<file path="src/design/plp_pkg.sv">
// Package for the positional list store: command codes, widths and cell control.
`default_nettype none
package plp_pkg;

  localparam int CAPACITY_DEF      = 16;
  localparam int ELEMENT_WIDTH_DEF = 32;

  localparam int CMD_W   = 3;
  localparam int POS_W   = 8;
  localparam int VALUE_W = 32;
  localparam int DATA_W  = 32;
  localparam int IN_TDATA_W = ((POS_W + VALUE_W + 7) / 8) * 8;

  typedef enum logic [CMD_W-1:0] {
    CMD_APPEND    = 3'd0,
    CMD_INSERT_AT = 3'd1,
    CMD_REM_LAST  = 3'd2,
    CMD_REM_AT    = 3'd3,
    CMD_READ_AT   = 3'd4,
    CMD_READ_LAST = 3'd5
  } cmd_t;

  typedef struct packed {
    logic             shift_up;
    logic             shift_down;
    logic [POS_W-1:0] idx;
  } plp_ctl_t;

endpackage
`default_nettype wire

</file>
<file path="src/design/plp_cell.sv">
// One storage cell of the list: holds one entry and trades it with its neighbors.
`default_nettype none
module plp_cell #(
  parameter int IDX = 0,
  parameter int EW  = 32
) (
  input  wire logic              clk,
  input  wire plp_pkg::plp_ctl_t ctl,
  input  wire logic [EW-1:0]     wdata,
  input  wire logic [EW-1:0]     left_data,
  input  wire logic [EW-1:0]     right_data,
  output logic      [EW-1:0]     entry
);
  import plp_pkg::*;

  localparam logic [POS_W-1:0] MY_IDX = POS_W'(IDX);

  logic [EW-1:0] entry_r;
  logic [EW-1:0] entry_nxt;

  always_comb begin
    entry_nxt = entry_r;
    if (ctl.shift_up) begin
      if (MY_IDX == ctl.idx) begin
        entry_nxt = wdata;
      end else if (MY_IDX > ctl.idx) begin
        entry_nxt = left_data;
      end
    end else if (ctl.shift_down) begin
      if (MY_IDX >= ctl.idx) begin
        entry_nxt = right_data;
      end
    end
  end

  always_ff @(posedge clk) begin
    entry_r <= entry_nxt;
  end

  assign entry = entry_r;

endmodule
`default_nettype wire

</file>
<file path="src/design/positional_list_store.sv">
// Top level of the positional list store: command decode, cell row and result register.
// A bounded ordered list of up to CAPACITY entries held in a row of cells. Each request
// carries one command in in_tuser (append, insert at, remove last, remove at, read at,
// read last) and yields exactly one result. All cells shift together in the cycle of acceptance,
// so a new request is taken each cycle while the result register is empty or being drained.
// Refused commands (full, empty, read at out of range, unused codes) set out_tuser and leave
// the list unchanged. No clearing pass after reset.
`default_nettype none
module positional_list_store #(
  parameter int CAPACITY      = plp_pkg::CAPACITY_DEF,
  parameter int ELEMENT_WIDTH = plp_pkg::ELEMENT_WIDTH_DEF,
  localparam int CW           = $clog2(CAPACITY + 1),
  localparam int OUT_TDATA_W  = ((plp_pkg::DATA_W + CW + 1 + 7) / 8) * 8
) (
  input  wire logic                            clk,
  input  wire logic                            rst_n,
  input  wire logic                            in_tvalid,
  output logic                                 in_tready,
  // position, value
  input  wire logic [plp_pkg::IN_TDATA_W-1:0]  in_tdata,
  // command
  input  wire logic [plp_pkg::CMD_W-1:0]       in_tuser,
  output logic                                 out_tvalid,
  input  wire logic                            out_tready,
  // data_out, entry_count, is_empty, zero pad
  output logic      [OUT_TDATA_W-1:0]          out_tdata,
  // error
  output logic                                 out_tuser
);
  import plp_pkg::*;

  localparam int EW    = ELEMENT_WIDTH;
  localparam int IW    = (CAPACITY > 1) ? $clog2(CAPACITY) : 1;
  localparam int CMP_W = ((CW > POS_W) ? CW : POS_W) + 1;
  localparam int PAD_W = OUT_TDATA_W - DATA_W - CW - 1;

  logic [POS_W-1:0]   pos;
  logic [VALUE_W-1:0] value;
  cmd_t               cmd;
  logic [EW-1:0]      val_elem;

  logic [CW-1:0] count_r, count_nxt;
  logic          out_valid_r;
  logic [DATA_W-1:0] out_data_r;
  logic          out_err_r;
  logic [CW-1:0] out_count_r;
  logic          out_empty_r;

  logic [EW-1:0] ent [CAPACITY];
  plp_ctl_t      ctl;

  logic          in_fire;
  logic          full, empty, ok, rd_en;
  logic [CMP_W-1:0] pos_x, cnt_x;
  logic          pos_ge_cnt, pos_ge_last;
  logic [IW-1:0] pos_idx, cnt_idx, last_idx, rd_idx;
  logic [EW-1:0] rd_elem;
  logic [DATA_W-1:0] rd_data, data_res;

  assign pos   = in_tdata[POS_W-1:0];
  assign value = in_tdata[POS_W+VALUE_W-1:POS_W];
  assign cmd   = cmd_t'(in_tuser);

  generate
    if (EW <= VALUE_W) begin : g_val_narrow
      assign val_elem = value[EW-1:0];
    end else begin : g_val_wide
      assign val_elem = {{(EW-VALUE_W){1'b0}}, value};
    end
    if (EW >= DATA_W) begin : g_rd_wide
      assign rd_data = rd_elem[DATA_W-1:0];
    end else begin : g_rd_narrow
      assign rd_data = {{(DATA_W-EW){1'b0}}, rd_elem};
    end
  endgenerate

  assign in_tready = !out_valid_r || out_tready;
  assign in_fire   = in_tvalid && in_tready;

  assign full       = (count_r == CW'(CAPACITY));
  assign empty      = (count_r == '0);
  assign pos_x      = CMP_W'(pos);
  assign cnt_x      = CMP_W'(count_r);
  assign pos_ge_cnt = (pos_x >= cnt_x);
  assign pos_ge_last = ((pos_x + CMP_W'(1)) >= cnt_x);
  assign pos_idx    = pos[IW-1:0];
  assign cnt_idx    = count_r[IW-1:0];
  assign last_idx   = cnt_idx - IW'(1);

  always_comb begin
    ok             = 1'b0;
    rd_en          = 1'b0;
    rd_idx         = pos_idx;
    count_nxt      = count_r;
    ctl.shift_up   = 1'b0;
    ctl.shift_down = 1'b0;
    ctl.idx        = POS_W'(cnt_idx);
    unique case (cmd)
      CMD_APPEND: begin
        ok           = !full;
        ctl.shift_up = !full;
        count_nxt    = full ? count_r : count_r + CW'(1);
      end
      CMD_INSERT_AT: begin
        ok           = !full;
        ctl.shift_up = !full;
        ctl.idx      = pos_ge_cnt ? POS_W'(cnt_idx) : POS_W'(pos_idx);
        count_nxt    = full ? count_r : count_r + CW'(1);
      end
      CMD_REM_LAST: begin
        ok        = !empty;
        rd_en     = 1'b1;
        rd_idx    = last_idx;
        count_nxt = empty ? count_r : count_r - CW'(1);
      end
      CMD_REM_AT: begin
        ok             = !empty;
        rd_en          = 1'b1;
        rd_idx         = pos_ge_last ? last_idx : pos_idx;
        ctl.idx        = POS_W'(rd_idx);
        ctl.shift_down = !empty;
        count_nxt      = empty ? count_r : count_r - CW'(1);
      end
      CMD_READ_AT: begin
        ok     = !pos_ge_cnt;
        rd_en  = 1'b1;
        rd_idx = pos_idx;
      end
      CMD_READ_LAST: begin
        ok     = !empty;
        rd_en  = 1'b1;
        rd_idx = last_idx;
      end
      default: begin
        ok = 1'b0;
      end
    endcase
    if (!in_fire) begin
      ctl.shift_up   = 1'b0;
      ctl.shift_down = 1'b0;
      count_nxt      = count_r;
    end
  end

  assign rd_elem  = ent[rd_idx];
  assign data_res = (ok && rd_en) ? rd_data : '0;

  generate
    for (genvar i = 0; i < CAPACITY; i++) begin : g_cell
      logic [EW-1:0] left_d, right_d;
      if (i == 0) begin : g_first
        assign left_d = ent[i];
      end else begin : g_left
        assign left_d = ent[i-1];
      end
      if (i == CAPACITY - 1) begin : g_last
        assign right_d = ent[i];
      end else begin : g_right
        assign right_d = ent[i+1];
      end
      plp_cell #(
        .IDX (i),
        .EW  (EW)
      ) u_cell (
        .clk        (clk),
        .ctl        (ctl),
        .wdata      (val_elem),
        .left_data  (left_d),
        .right_data (right_d),
        .entry      (ent[i])
      );
    end
  endgenerate

  always_ff @(posedge clk) begin
    if (!rst_n) begin
      count_r     <= '0;
      out_valid_r <= 1'b0;
    end else begin
      count_r <= count_nxt;
      if (in_fire) begin
        out_valid_r <= 1'b1;
      end else if (out_tready) begin
        out_valid_r <= 1'b0;
      end
    end
  end

  always_ff @(posedge clk) begin
    if (in_fire) begin
      out_data_r  <= data_res;
      out_err_r   <= !ok;
      out_count_r <= count_nxt;
      out_empty_r <= (count_nxt == '0);
    end
  end

  assign out_tvalid = out_valid_r;
  assign out_tuser  = out_err_r;
  generate
    if (PAD_W > 0) begin : g_pad
      assign out_tdata = {{PAD_W{1'b0}}, out_empty_r, out_count_r, out_data_r};
    end else begin : g_nopad
      assign out_tdata = {out_empty_r, out_count_r, out_data_r};
    end
  endgenerate

  a_count_bound: assert property (@(posedge clk) disable iff (!rst_n)
    count_r <= CW'(CAPACITY))
    else $error("entry count above capacity");

  a_refused_holds: assert property (@(posedge clk) disable iff (!rst_n)
    (in_fire && !ok) |=> (count_r == $past(count_r)))
    else $error("refused request changed the count");

  a_result_follows: assert property (@(posedge clk) disable iff (!rst_n)
    in_fire |=> (out_valid_r && out_count_r == count_r))
    else $error("result missing or count mismatch");

  a_empty_flag: assert property (@(posedge clk) disable iff (!rst_n)
    out_valid_r |-> (out_empty_r == (out_count_r == '0)))
    else $error("empty flag disagrees with count");

endmodule
`default_nettype wire

</file>
<file path="config.mk">
export PLATFORM = sky130hd
export DESIGN_NAME = positional_list_store
export DESIGN_NICKNAME = d
export VERILOG_FILES = /design/src/design/plp_pkg.sv /design/src/design/plp_cell.sv /design/src/design/positional_list_store.sv
export SDC_FILE = /design/constraint.sdc
export NUM_CORES = 2
export LEC_CHECK = 0
export BUFFER_PORTS_ARGS = -buffer_cell sky130_fd_sc_hd__buf_4
export CAP_MARGIN = 10
export CORE_MARGIN = 2
export CORE_UTILIZATION = 25
export CTS_BUF_LIST = sky130_fd_sc_hd__clkbuf_2
export DETAILED_ROUTE_END_ITERATION = 10
export SLEW_MARGIN = 20
export SYNTH_ARGS = -nofsm -noshare
export SYNTH_HDL_FRONTEND = slang
export SYNTH_SLANG_ARGS = --single-unit
</file>
<file path="constraint.sdc">
create_clock -name clk -period 5.3 [get_ports clk]
set_clock_uncertainty 0.1 [all_clocks]
set_input_delay 0.53 -clock clk [delete_from_list [all_inputs] [get_ports clk]]
set_output_delay 0.53 -clock clk [all_outputs]
set_load 0.01 [all_outputs]
</file>
### Yosys cells after proc, flatten, opt, wreduce, memory -nomap -nowiden

Cells that the tools add are included.

* magnitude comparators: 33
* add/subtract/negate cells: 4
* eq/ne operators: 36
* reduce and logical (&&, ||, !) cells: 51
* bitwise gates (word level): 1
* muxes and demuxes: 94

Operators by type and width (number)
* 2-to-1 mux 32 bit: 78
* binary-select mux 32 bit (select 4 bit): 1
* AND reduction 3 bit: 15
* != test 3 x 1 -> 1 bit, second input constant: 14
* nonzero test 2 bit: 18
* equality test 4 bit, first input constant: 8
* greater-than comparator 4 bit, first input constant: 8
* greater-or-equal comparator 4 bit, first input constant: 7
* equality test 3 x 4 -> 1 bit, first input constant: 4
* greater-or-equal comparator 3 x 4 -> 1 bit, first input constant: 4
* greater-than comparator 3 x 4 -> 1 bit, first input constant: 4
* case mux 4 bit (2 select lines): 2
* 2-to-1 mux 5 bit: 3
* zero test 5 bit: 2
* case mux 5 bit (2 select lines): 1
* adder 8 x 1 -> 9 bit, second input constant: 1
* greater-or-equal comparator 9 x 5 -> 1 bit: 1
* equality test 2 x 4 -> 1 bit, first input constant: 2
* greater-or-equal comparator 1 x 4 -> 1 bit, first input constant: 2
* greater-or-equal comparator 2 x 4 -> 1 bit, first input constant: 2
* greater-or-equal comparator 8 x 5 -> 1 bit: 1
* greater-than comparator 2 x 4 -> 1 bit, first input constant: 2
* zero test 8 bit: 1
* 2-to-1 mux 4 bit: 2
* 23 further kinds: 36

* output and inout bits: 43
* input port bits: 47
* flip-flop bits (word level): 557

### Longest topological paths before layout

* depth in word-level cells: 8
* gate-level depth with buffers: 15

### By module

From an unflattened synthesis, not the netlist that was laid out.

* cells, all modules: 3961
* area total of the unflattened synthesis: 36611.4 µm²

By module, submodules not included
* positional_list_store: cells each 979, area an instance 7653.6 µm², instances 1, seq. area each 1291.2 µm²
* plp_cell at g_cell[6].u_cell: cells each 190, area an instance 1979.4 µm², instances 1, seq. area each 960.9 µm²
* plp_cell at g_cell[1].u_cell: cells each 177, area an instance 1916.8 µm², instances 1, seq. area each 960.9 µm²
* plp_cell at g_cell[10].u_cell: cells each 187, area an instance 1886.8 µm², instances 1, seq. area each 960.9 µm²
* plp_cell at g_cell[3].u_cell: cells each 190, area an instance 1844.3 µm², instances 1, seq. area each 960.9 µm²
* plp_cell at g_cell[2].u_cell: cells each 190, area an instance 1833.0 µm², instances 1, seq. area each 960.9 µm²
* plp_cell at g_cell[8].u_cell: cells each 185, area an instance 1809.2 µm², instances 1, seq. area each 960.9 µm²
* plp_cell at g_cell[4].u_cell: cells each 187, area an instance 1789.2 µm², instances 1, seq. area each 960.9 µm²
* plp_cell at g_cell[11].u_cell: cells each 186, area an instance 1773.0 µm², instances 1, seq. area each 960.9 µm²
* plp_cell at g_cell[7].u_cell: cells each 187, area an instance 1773.0 µm², instances 1, seq. area each 960.9 µm²
* plp_cell at g_cell[14].u_cell: cells each 186, area an instance 1771.7 µm², instances 1, seq. area each 960.9 µm²
* plp_cell at g_cell[12].u_cell: cells each 187, area an instance 1770.4 µm², instances 1, seq. area each 960.9 µm²
* plp_cell at g_cell[13].u_cell: cells each 186, area an instance 1767.9 µm², instances 1, seq. area each 960.9 µm²
* plp_cell at g_cell[5].u_cell: cells each 186, area an instance 1765.4 µm², instances 1, seq. area each 960.9 µm²
* +3 rows

### Worst setup path after synthesis

OpenSTA, ideal clock, no wires.

* path type: input -> register
* from: input port in_tdata[0] (netlist bit)
* to: register g_cell[9].u_cell.entry_r[0], enable pin
* slack: -0.489 ns
* arrival: 5.219 ns
* stages on the path: 13
* path buffers: 4
* path through: ha_1 > ha_1 > nor2b_1 > o21ai_0 > a31o_2 > buf_1 > a21oi_4 > nand2_1 > o221ai_2 > buf_2 > buf_2 > clkbuf_1 > a211oi_1

* word-level cells in the longest chain between the ends: 7
* elaborated cells between the ends (all ways): 12
* classes of those cells: 1 x add/sub; 4 x order compare; 2 x eq/ne; 3 x mux; 2 x reduce/logical

Ends and longest elaborated chain
* from (decl): line positional_list_store.sv:20 `input wire logic [plp_pkg::IN_TDATA_W-1:0] in_tdata,`
* adder 8 x 1 -> 9 bit: line positional_list_store.sv:85 `assign pos_ge_last = ((pos_x + CMP_W'(1)) >= cnt_x);`
* greater-or-equal comparator 9 x 5 -> 1 bit: line positional_list_store.sv:85
* 2-to-1 mux 4 bit: line positional_list_store.sv:119 `rd_idx = pos_ge_last ? last_idx : pos_idx;`
* case mux 4 bit (2 select lines) *: line positional_list_store.sv:98 `unique case (cmd)`
* greater-than comparator 4 bit, or another cell as far along: line plp_cell.sv:26 `end else if (MY_IDX > ctl.idx) begin`
* != test 3 x 1 -> 1 bit (no line) / nonzero test 2 bit (equally long branches)
* AND reduction 3 bit (no line) *
* to (signal assigned): line plp_cell.sv:37 `entry_r <= entry_nxt;`
* to (decl): line plp_cell.sv:18 `logic [EW-1:0] entry_r;`

Every way passes the cells marked *; elsewhere a longest branch is shown, timed or not.
A chain may end at the register's enable or synchronous reset.

### Worst setup path after layout

* from: register count_r[1]
* to: register g_cell[10].u_cell.entry_r[24], data pin

* word-level cells in the longest chain between the ends: 6
* elaborated cells between the ends (all ways): 13
* classes of those cells: 1 x add/sub; 2 x order compare; 2 x eq/ne; 7 x mux; 1 x reduce/logical

Ends and longest elaborated chain
* from (decl): line positional_list_store.sv:42 `logic [CW-1:0] count_r, count_nxt;`
* from (signal assigned): line positional_list_store.sv:180 `count_r <= count_nxt;`
* greater-or-equal comparator 9 x 5 -> 1 bit, or another cell as far along: line positional_list_store.sv:85
* 2-to-1 mux 4 bit (on tied branches): line positional_list_store.sv:119, positional_list_store.sv:107
* case mux 4 bit (2 select lines): line positional_list_store.sv:98
* equality test 4 bit: line plp_cell.sv:24 `if (MY_IDX == ctl.idx) begin`
* 2-to-1 mux 32 bit: line plp_cell.sv:24
* 2-to-1 mux 32 bit *: line plp_cell.sv:23 `if (ctl.shift_up) begin`
* via g_cell[10].u_cell.entry_nxt[24]: line plp_cell.sv:19 `logic [EW-1:0] entry_nxt;`
* to (signal assigned): line plp_cell.sv:37
* to (decl): line plp_cell.sv:18

Mark *: on every way through the listed nets, which the timed path passes. The rest lies on a longest branch.

==> impl_metrics.toml <==
[worst_setup_path]
reg2reg_to = "g_cell[10].u_cell.entry[24]"
path_buf_inv = 3
path_cells = "inv_1, ha_1, a21o_1, a21oi_1, o311ai_1, mux2_2, o221a_4, buf_4, nor3_4, buf_4, a221o_1"
worstSetupPathType = "reg2reg"
cp-end-kind = "register"
critical-path-top-delay-family = "compound AO/OA/AOI/OAI gates"
crit_top_cell = "buf_4"
slowest_stage = "o311ai_1"
cp-start-kind = "register"
required_ns = 6.31
rr_startpoint = "count_r[1]"
worstPathArrival_ns = 5.39
max_stage_delay_ns = 0.76
r2r_setup_slack_ns = 0.91
cp_max_fo = 32
reg2regPathDepth = 11

[clock_network]
cts.path.max_buffers = 3
h-tree-depth = 4
clk_pin_slew_ns = 0.10
cts.sinks = 557
cts_root_buffer = "clkbuf_2"
cts_buffers = 159
ctsResizeCount = 0
post_cts_buffers = 0
clk_latency_ns = 1.46
ctsHoldBuffers = 83
cts_tree = "yes"

[timing]
setup_ws_ns = 0.913
worst_pin_slew_ns = 1.08
slew_headroom = 0.282
setup_viol_count_final = 0
slew_viol_final = 0
timing.fmax_ghz = 0.228
finalCriticalPeriod_ns = 4.39
finalCritPeriodShare = 0.828
hold_viol_final = 0
rsz0062_at_grt = "false"

[synthesis]
ys_ff_latch = 557
ys.flop_type = "edfxtp_1"
synth.avg_cell_area_sq_um = 10.3
synth_edf_count = 551
synthCells = 3361
ys_seq_area_frac = 0.482
ys_warn_count = 0
synth-async-reset-ratio = 0
ys_types = 73
synth_area_sq_um = 34600

[worst_hold_path]
hp-class = "in2reg"
min_to = "count_r[4]"
hold_depth = 4
hold_start = "in_tuser[1]"

[route]
vias = 33223
drt-vias-per-instance = 6.28
ant_nets = 0
drt_wl_total_mm = 146
dr.pass1.iters = 6
drt_iter0_drc = 4884
drc = 0
routedWlPerCell_um = 27.7

[final_layout]
drive_above_1_share = 0.173
fin_area_sq_um = 39800
multi_input_area_sq_um = 16300
syn_to_final_growth_pct = 15.1
finalNetCount = 3426
fillers = 14214
final-seq-area_sq_um = 16700

[die]
dieArea_sq_um = 141000
die_h_um = 376
row_count = 136
pin_count = 90
start_util = 0.252
core_area_sq_um = 137000
die_w_um = 376

[global_routing]
first_global_vias = 31809
antenna_found_initial = 4
grt_pass1_wl_mm = 215
grtUsageTotal = 0.199
grt_max_degree = 177
overflow = 0

[power]
pwr-share-seq = 0.484
combPwrFrac = 0.197
power.leakage_nw = 13.4
max-vdd-ir-drop_v = 0.000165
p_int_mw = 7.04
switching_share = 0.340
switching_power_mw = 3.63
clock_power_share = 0.319
p_per_area_nw_per_um2 = 268

[status]
status = "complete, no violations"

[placement]
routabilityCongestion = 0.814
dpl.hpwl_mm = 78.3
port_buffers = 87
dpl_cell_area_sq_um = 37500
dp_slack_ns = 0.530

[run]
drv_cap = 0
sequential cells by signal (all words and copies together), names as in the netlist:
signal               flops
out_tuser                1
out_tvalid               1
g_cell.u_cell.entry    512
out_data_r              32
count_r                  5
out_empty_r              1
out_count_r              5
Yosys cell counts (all sizes together), types with 12 or more instances:
master,instances,area [sq um]
a211oi,68,515
a21o,65,488
a21oi,18,101
a221o,353,3530
a311o,62,621
a31oi,354,2210
and2,68,425
and3,38,243
and4,62,543
buf,159,806
clkbuf,301,1130
edfxtp,551,16500
ha,13,163
inv,21,78.8
mux2,98,1100
nand2,684,2570
nand3,14,70.1
nand4,31,194
nor2,27,101
nor3,21,145
o211ai,103,773
o21ai,12,60.1
o221ai,67,599
o311ai,99,867
how the worst max path moves through the flow:
stage | startpoint | end | slack [ns] | depth (start not counted)
after CTS | count_r[1] | g_cell[10].u_cell.entry[24] | 0.99 | 11
after floorplan | in_tdata[0] | g_cell[12].u_cell.entry[0] | -0.01 | 14
after global routing | count_r[4] | g_cell[5].u_cell.entry[27] | 0.73 | 10
final | count_r[1] | g_cell[10].u_cell.entry[24] | 0.91 | 11
after detailed placement | in_tdata[0] | g_cell[5].u_cell.entry[26] | 0.53 | 13
after global placement | in_tdata[0] | g_cell[5].u_cell.entry[16] | 0.54 | 13
through the flow:
| stage | cells | hold WS, ns | util | total power [mW] | setup TNS, ns |
|---|---|---|---|---|---|
| finish | 5292 | 0.178 | 0.290 | 10.7 | 0 |
| global route | 5291 | 0.120 | 0.290 | 11.1 | 0 |
| CTS | 5285 | 0.0466 | 0.290 | 10.7 | 0 |
| detailed placement | 4916 | 0.458 | 0.273 | 7.24 | 0 |
| global placement | 4916 | 0.428 | 0.273 | 7.22 | 0 |
| floorplan | 3362 | 0.440 | - | 6.44 | -0.862 |
worst reg2reg max path, stage by stage, from the launching register on:
cell      delay [ns]
dfxtp_1         0.45
inv_1           0.14
ha_1            0.30
a21o_1          0.11
a21oi_1         0.11
o311ai_1        0.76
mux2_2          0.36
o221a_4         0.53
buf_4           0.39
nor3_4          0.07
buf_4           0.39
a221o_1         0.42
final cells by class:
class	instances	area share
Timing Repair Buffer	303	0.0766
Inverter	21	0.00220
Sequential cell	557	0.419
Clock inverter	43	0.00629
Tap cell	1794	0.0564
Clock buffer	243	0.0306
Antenna cell	7	0.000440
Multi-Input combinational cell	2324	0.409
kinds of logic after synthesis:
group,count (synthesis),share of synthesized area
xor+xnor,6,0.00152
flops,557,0.482
simple gates,966,0.128
buf+inv,481,0.0583
mux,101,0.0332
fa+ha+maj,13,0.00471
compound gates,1236,0.292
other cells,1,0.000108
per-layer routing:
metal / track usage / vias up / share of wire
li1: - / 13776 / -
met1: 0.262 / 16345 / 0.39
met2: 0.308 / 2616 / 0.45
met3: 0.0443 / 484 / 0.12
met4: 0.0947 / 2 / 0.046
met5: 0 / - / 0.000089
power by group through the flow:
stage               Combinational (mW)  Sequential, mW  Clock (mW)
floorplan                         1.22            5.22           0
global placement                  1.96            5.26           0
detailed placement                1.98            5.26           0
CTS                               2.04            5.16        3.47
global route                      2.19            5.18        3.70
finish                            2.10            5.16        3.41
cell usage in the layout, fill, tap and decap left out, types with 4 or more instances in the layout:
cell           synthesis  routed
nor3_4                 0       7
edfxtp_1             551     551
a31oi_1              354     354
nor2_4                 0       6
a21o_1                65      65
nand4_1               31      31
a211oi_4               0       5
o311ai_0              43      43
diode_2                0       7
o211ai_1             103     103
a21oi_1               17      10
and3_1                37      33
clkinv_1               0      29
and4_1                62      62
inv_2                  0       5
buf_12                 0      45
dfxtp_1                6       6
mux2_2                69      69
clkbuf_2               1     243
and2_1                68      68
a221o_1              353     353
a211oi_1              67      63
nand2b_1               7       7
inv_1                 21      17
mux2_1                29      29
buf_4                 12     175
ha_1                  13      13
nor2_1                27      21
dlygate4sd3_1          0      83
nand2_1              684     683
a311o_1               62      62
clkinv_4               0       4
xnor2_1                4       4
o21ai_0               10      10
o221ai_1              65      65
a21oi_4                1       8
nor3_1                13      11
nand3_1               14      12
o311ai_1              56      56
Note: power is estimated with default switching activity, not from simulation.
